===== src/vbb_mem.sv =====
// Word store of the bitmap: one write port and one registered read port.
// No package needed.
module vbb_mem #(
   parameter int DEPTH = 64,
   parameter int AW    = 6
) (
   input  logic          clock,
   input  logic          wr_en,
   input  logic [AW-1:0] wr_addr,
   input  logic [63:0]   wr_data,
   input  logic [AW-1:0] rd_addr,
   output logic [63:0]   rd_data
);

   logic [63:0] mem_ff [DEPTH];
   logic [63:0] rd_data_ff;

   always_ff @(posedge clock) begin
      if (wr_en) begin
         mem_ff[wr_addr] <= wr_data;
      end
      rd_data_ff <= mem_ff[rd_addr];
   end

   assign rd_data = rd_data_ff;

endmodule


===== config.mk =====
export PLATFORM = sky130hd
export DESIGN_NAME = vbb_mem
export DESIGN_NICKNAME = d
export VERILOG_FILES = /design/src/vbb_mem.sv
export SDC_FILE = /design/constraint.sdc
export NUM_CORES = 2
export LEC_CHECK = 0
export BUFFER_PORTS_ARGS = -buffer_cell sky130_fd_sc_hd__buf_4
export CORE_UTILIZATION = 30
export DETAILED_ROUTE_END_ITERATION = 10
export PLACE_DENSITY = 0.51
export SLEW_MARGIN = 20
export SYNTH_ARGS = -nofsm -noshare
export SYNTH_HDL_FRONTEND = slang
export SYNTH_SLANG_ARGS = --single-unit

===== constraint.sdc =====
create_clock -name clock -period 9.5 [get_ports clock]
set_input_delay 1.9 -clock clock [delete_from_list [all_inputs] [get_ports clock]]
set_output_delay 1.9 -clock clock [all_outputs]
set_load 0.1 [all_outputs]

Word level (Yosys, flattened, before mapping) --
Memories as Yosys holds them, arrays and structs flattened. A register that Yosys moved wholly into a read port is not among the register bits. Cells that the tools add are included.
Cells by class: $add $sub $neg 0, multipliers 0, div/mod/pow operators 0, $lt $le $gt $ge 0, equality and inequality tests 0, shift operators 0, muxes and demuxes 2, bitwise logic cells 0, reduce and logical (&&, ||, !) cells 0
Operator list (count):
- $mux 1 | 2
Word-level totals: flip-flop bits (word level) 0, latch bits 0, RAM bits 4096, memory bits (read-only) 0, bits of input ports 78, output and inout port bits 64, logic and storage cells 3, memories 1
Memories:
- mem_ff | words 64, width 64, rd ports 1, clocked after Yosys merged registers in 1, write ports 1, RTL line 15 | logic [63:0] mem_ff [DEPTH];

Longest topological paths before layout --
depth in word-level cells 2, gate-level depth with buffers 9, depth with buffers taken out 5

Worst setup path after synthesis --
OpenSTA, ideal clock, no wires.
path kind input-to-reg, start in wr_addr[3], end mem mem_ff[48][0], enable pin, setup time 0.564 ns, data arrival time 6.772 ns, required time 8.936 ns, slack 2.164 ns, stages 4, path through clkbuf_1 > nor2b_1 > nand4b_1 > nor3_1
RTL lines:
- start, declared | RTL line 9 | input logic [AW-1:0] wr_addr,
- end, declared | RTL line 15
Straight into the memory's write port.

==> metrics.yaml <==
detailed_routing:
  drc: 0
  drt_iter0_drc: 8698
  wl_per_cell_um: 32.9
  antenna_left: 0
  via_per_inst: 5.22
  dr_total_vias: 74500
  firstDrtPassIters: 5
  routed_wl_um: 469000
clock_network:
  cts_hold_buf: 0
  cts_root_buf: "clkbuf_16"
  cts_resized: 0
  cts_tree: "built"
  clk_pin_slew_ns: 0.06
  cts_sinks: 4160
  numCtsBuffers: 428
  worst_skew_pair.late_latency_ns: 0.98
  post_cts_buffers: 0
  cts_max_level: 5
  clock_path_buffers: 4
yosys:
  synth.most_common_cell: "edfxtp_1"
  synth_xor_area_frac: 0
  synth_compound_area_frac: 0.0248
  synth.area.mux_share: 0.156
  synth-edff-count: 4096
  synthTopCellsByCount: "4096 x edfxtp_1, 1024 x mux4_2, 170 x buf_2"
  synth_cell_types: 33
  synthSimpleGateAreaFrac: 0.0124
  avgSynthCellArea_um2: 23.7
  synth.area.top_cells: "edfxtp_1 79%, mux4_2 15%, mux2i_1 0.86%"
  synth_nets: 6676
  synth_adder_area_share: 0
  synthFlopType: "edfxtp_1"
  synth_top_cell_by_area: "edfxtp_1"
  synth_top_family_by_area: "multiplexers"
  post_synth_inst_count: 6598
  ys_ff_latch: 4160
  yosys_warnings: 0
  synth_top_cell_area_share: 0.787
  yosysSeqAreaShare: 0.795
  synth_area_um2: 156000
  ys_async_sr_fraction: 0
run:
  cap_violations: 0
cells_and_area:
  area_delta_synth_final_pct: 15.5
  fin_nets: 7054
  drive_gt1_frac: 0.282
  fin_util: 0.349
  design_area_um2: 181000
global_route:
  grt_max_degree: 111
  grt_first_pass_wirelength_um: 645000
  first_global_vias: 77100
  track_usage: 0.176
  overflow: 0
  antenna_found_initial: 29
sta:
  setup-tns-final_ns: 0
  setup_viol: 0
  skew_ns: 0.0719
  fmax_ghz: 0.207
  min_period_ns: 4.84
  setup_ws_ns: 4.66
  hold_viol_final: 0
  fin_crit_sh: 0.509
  slew_viol_final: 0
  grt_setup_unrepaired: "no"
  tightestPinTransition_ns: 1.17
  slew_headroom: 0.222
worst_setup_path:
  rrSetupSlack_ns: 7.32
  crit_path_start_kind: "input port"
  cp_data_arrival_time_ns: 5.63
  timing.rr.end: "rd_data[18]"
  crit_buf_inv: 3
  path_delay_family: "buffers and inverters"
  crit_fanout: 110
  reg2reg_depth: 5
  worst-endpoint-required_ns: 10.29
  path_cells: "buf_8 -> buf_12 -> buf_4 -> mux4_2 -> mux2i_1 -> nand2_1 -> a31oi_1 -> a211oi_1"
  cpMaxStageDelayCell: "buf_4"
  crit_type: "input port to flop"
  critPathCaptureType: "flop"
  slowest_delay_ns: 0.84
  timing.rr.start: "mem_ff[8][18]"
placed_design:
  pre_cts_ws_ns: 3.66
  place_congestion: 0.744
  place_hpwl_um: 240000
  place.port_buffers: 141
  place_area_um2: 167000
worst_hold_path:
  hp-start: "mem_ff[37][18]"
  whs_path_depth: 4
  hold_end: "rd_data[18]"
  hold_path_class: "flop to flop"
power_and_ir_drop:
  total_power_uw: 38900
  ir_drop_mv: 0.159
  cellPowerDensity_nw_per_um2: 216
  p_leak_uw: 0.0551
floorplan:
  start_util: 0.302
  dieArea_um2: 524000
  rows: 264
  io_pins: 142
  core_um2: 518000
  fp.dieH_um: 724
  fp.dieW_um: 724
run_status:
  status: "finished clean"
## area by class of cell
type,instances,area [um2]
diodes,11,27.5
repair buffers,318,3130
clock inverters,249,2180
fillers,47800,337000
flip-flops and latches,4160,124000
clock buffers,543,11500
inverters,19,71.3
multi-input cells,2049,30800
well taps,6916,8650
## kinds of logic (layout without fill, tap and decap cells)
group                  after synthesis  in the layout
multiplexers                      1159           1159
AND/OR/NAND/NOR                    386            386
flip-flops                        4160           4160
other                                0             11
AO/OA/AOI/OAI                      504            504
buffers and inverters              389           1129
## cell usage in the layout (no fill, tap or decap), drive strengths merged, types with 18 or more instances in the layout
cell | synthesis | final
a211oi | 63 | 63
a22o | 88 | 88
a22oi | 168 | 168
a2bb2oi | 19 | 19
a31oi | 18 | 18
a41oi | 26 | 26
and3 | 64 | 64
buf | 230 | 318
bufinv | 0 | 30
clkbuf | 140 | 543
clkinv | 0 | 190
dfxtp | 64 | 64
edfxtp | 4096 | 4096
inv | 19 | 36
mux2i | 135 | 135
mux4 | 1024 | 1024
nand2 | 58 | 58
nand3 | 45 | 45
nor2 | 112 | 112
nor2b | 28 | 28
o221ai | 38 | 38
o22ai | 83 | 83
or2 | 28 | 28
or3 | 29 | 29
## worst reg2reg max path: stages, from the launching register on
cell and delay [ns]:
edfxtp_1 0.35, mux4_2 0.46, nor2b_1 0.15, a211oi_1 0.70, o22ai_1 0.25, and3_1 0.21
## through the flow
step | std cells | hold slack (ns)
3_5_place_dp | 13500 | 0.845
5_1_grt | 14300 | 0.850
4_1_cts | 14300 | 0.809
6_report | 14300 | 0.805
2_1_floorplan | 6598 | 0.788
3_3_place_gp | 13500 | 0.818
## report_power, final
part	internal [uW]	switching [uW]
logic	654	1390
registers	20300	116
clock network	9360	7100
total	30300	8600
## how the worst max path moves through the flow
stage / slack [ns] / cells after the start / from / to
global placement: 3.67 / 8 / rd_addr[0] / rd_data[21]
finish: 4.66 / 8 / rd_addr[2] / rd_data[23]
CTS: 4.72 / 8 / rd_addr[0] / rd_data[21]
detailed placement: 3.66 / 8 / rd_addr[0] / rd_data[21]
global route: 4.48 / 8 / rd_addr[0] / rd_data[21]
floorplan: 2.16 / 4 / wr_addr[3] / mem_ff[48][0]
## per-layer routing
| metal | track usage | vias up | part of all wire |
|---|---|---|---|
| li1 | - | 29300 | - |
| met1 | 0.240 | 41900 | 0.42 |
| met2 | 0.300 | 2698 | 0.50 |
| met3 | 0.0224 | 594 | 0.058 |
| met4 | 0.0419 | 8 | 0.026 |
| met5 | 0 | - | 0.00010 |
## registers in the layout (all words and copies together), names as in the netlist
name,flops
rd_data,64
mem_ff,4096
Power figures use the tool's default switching activity.
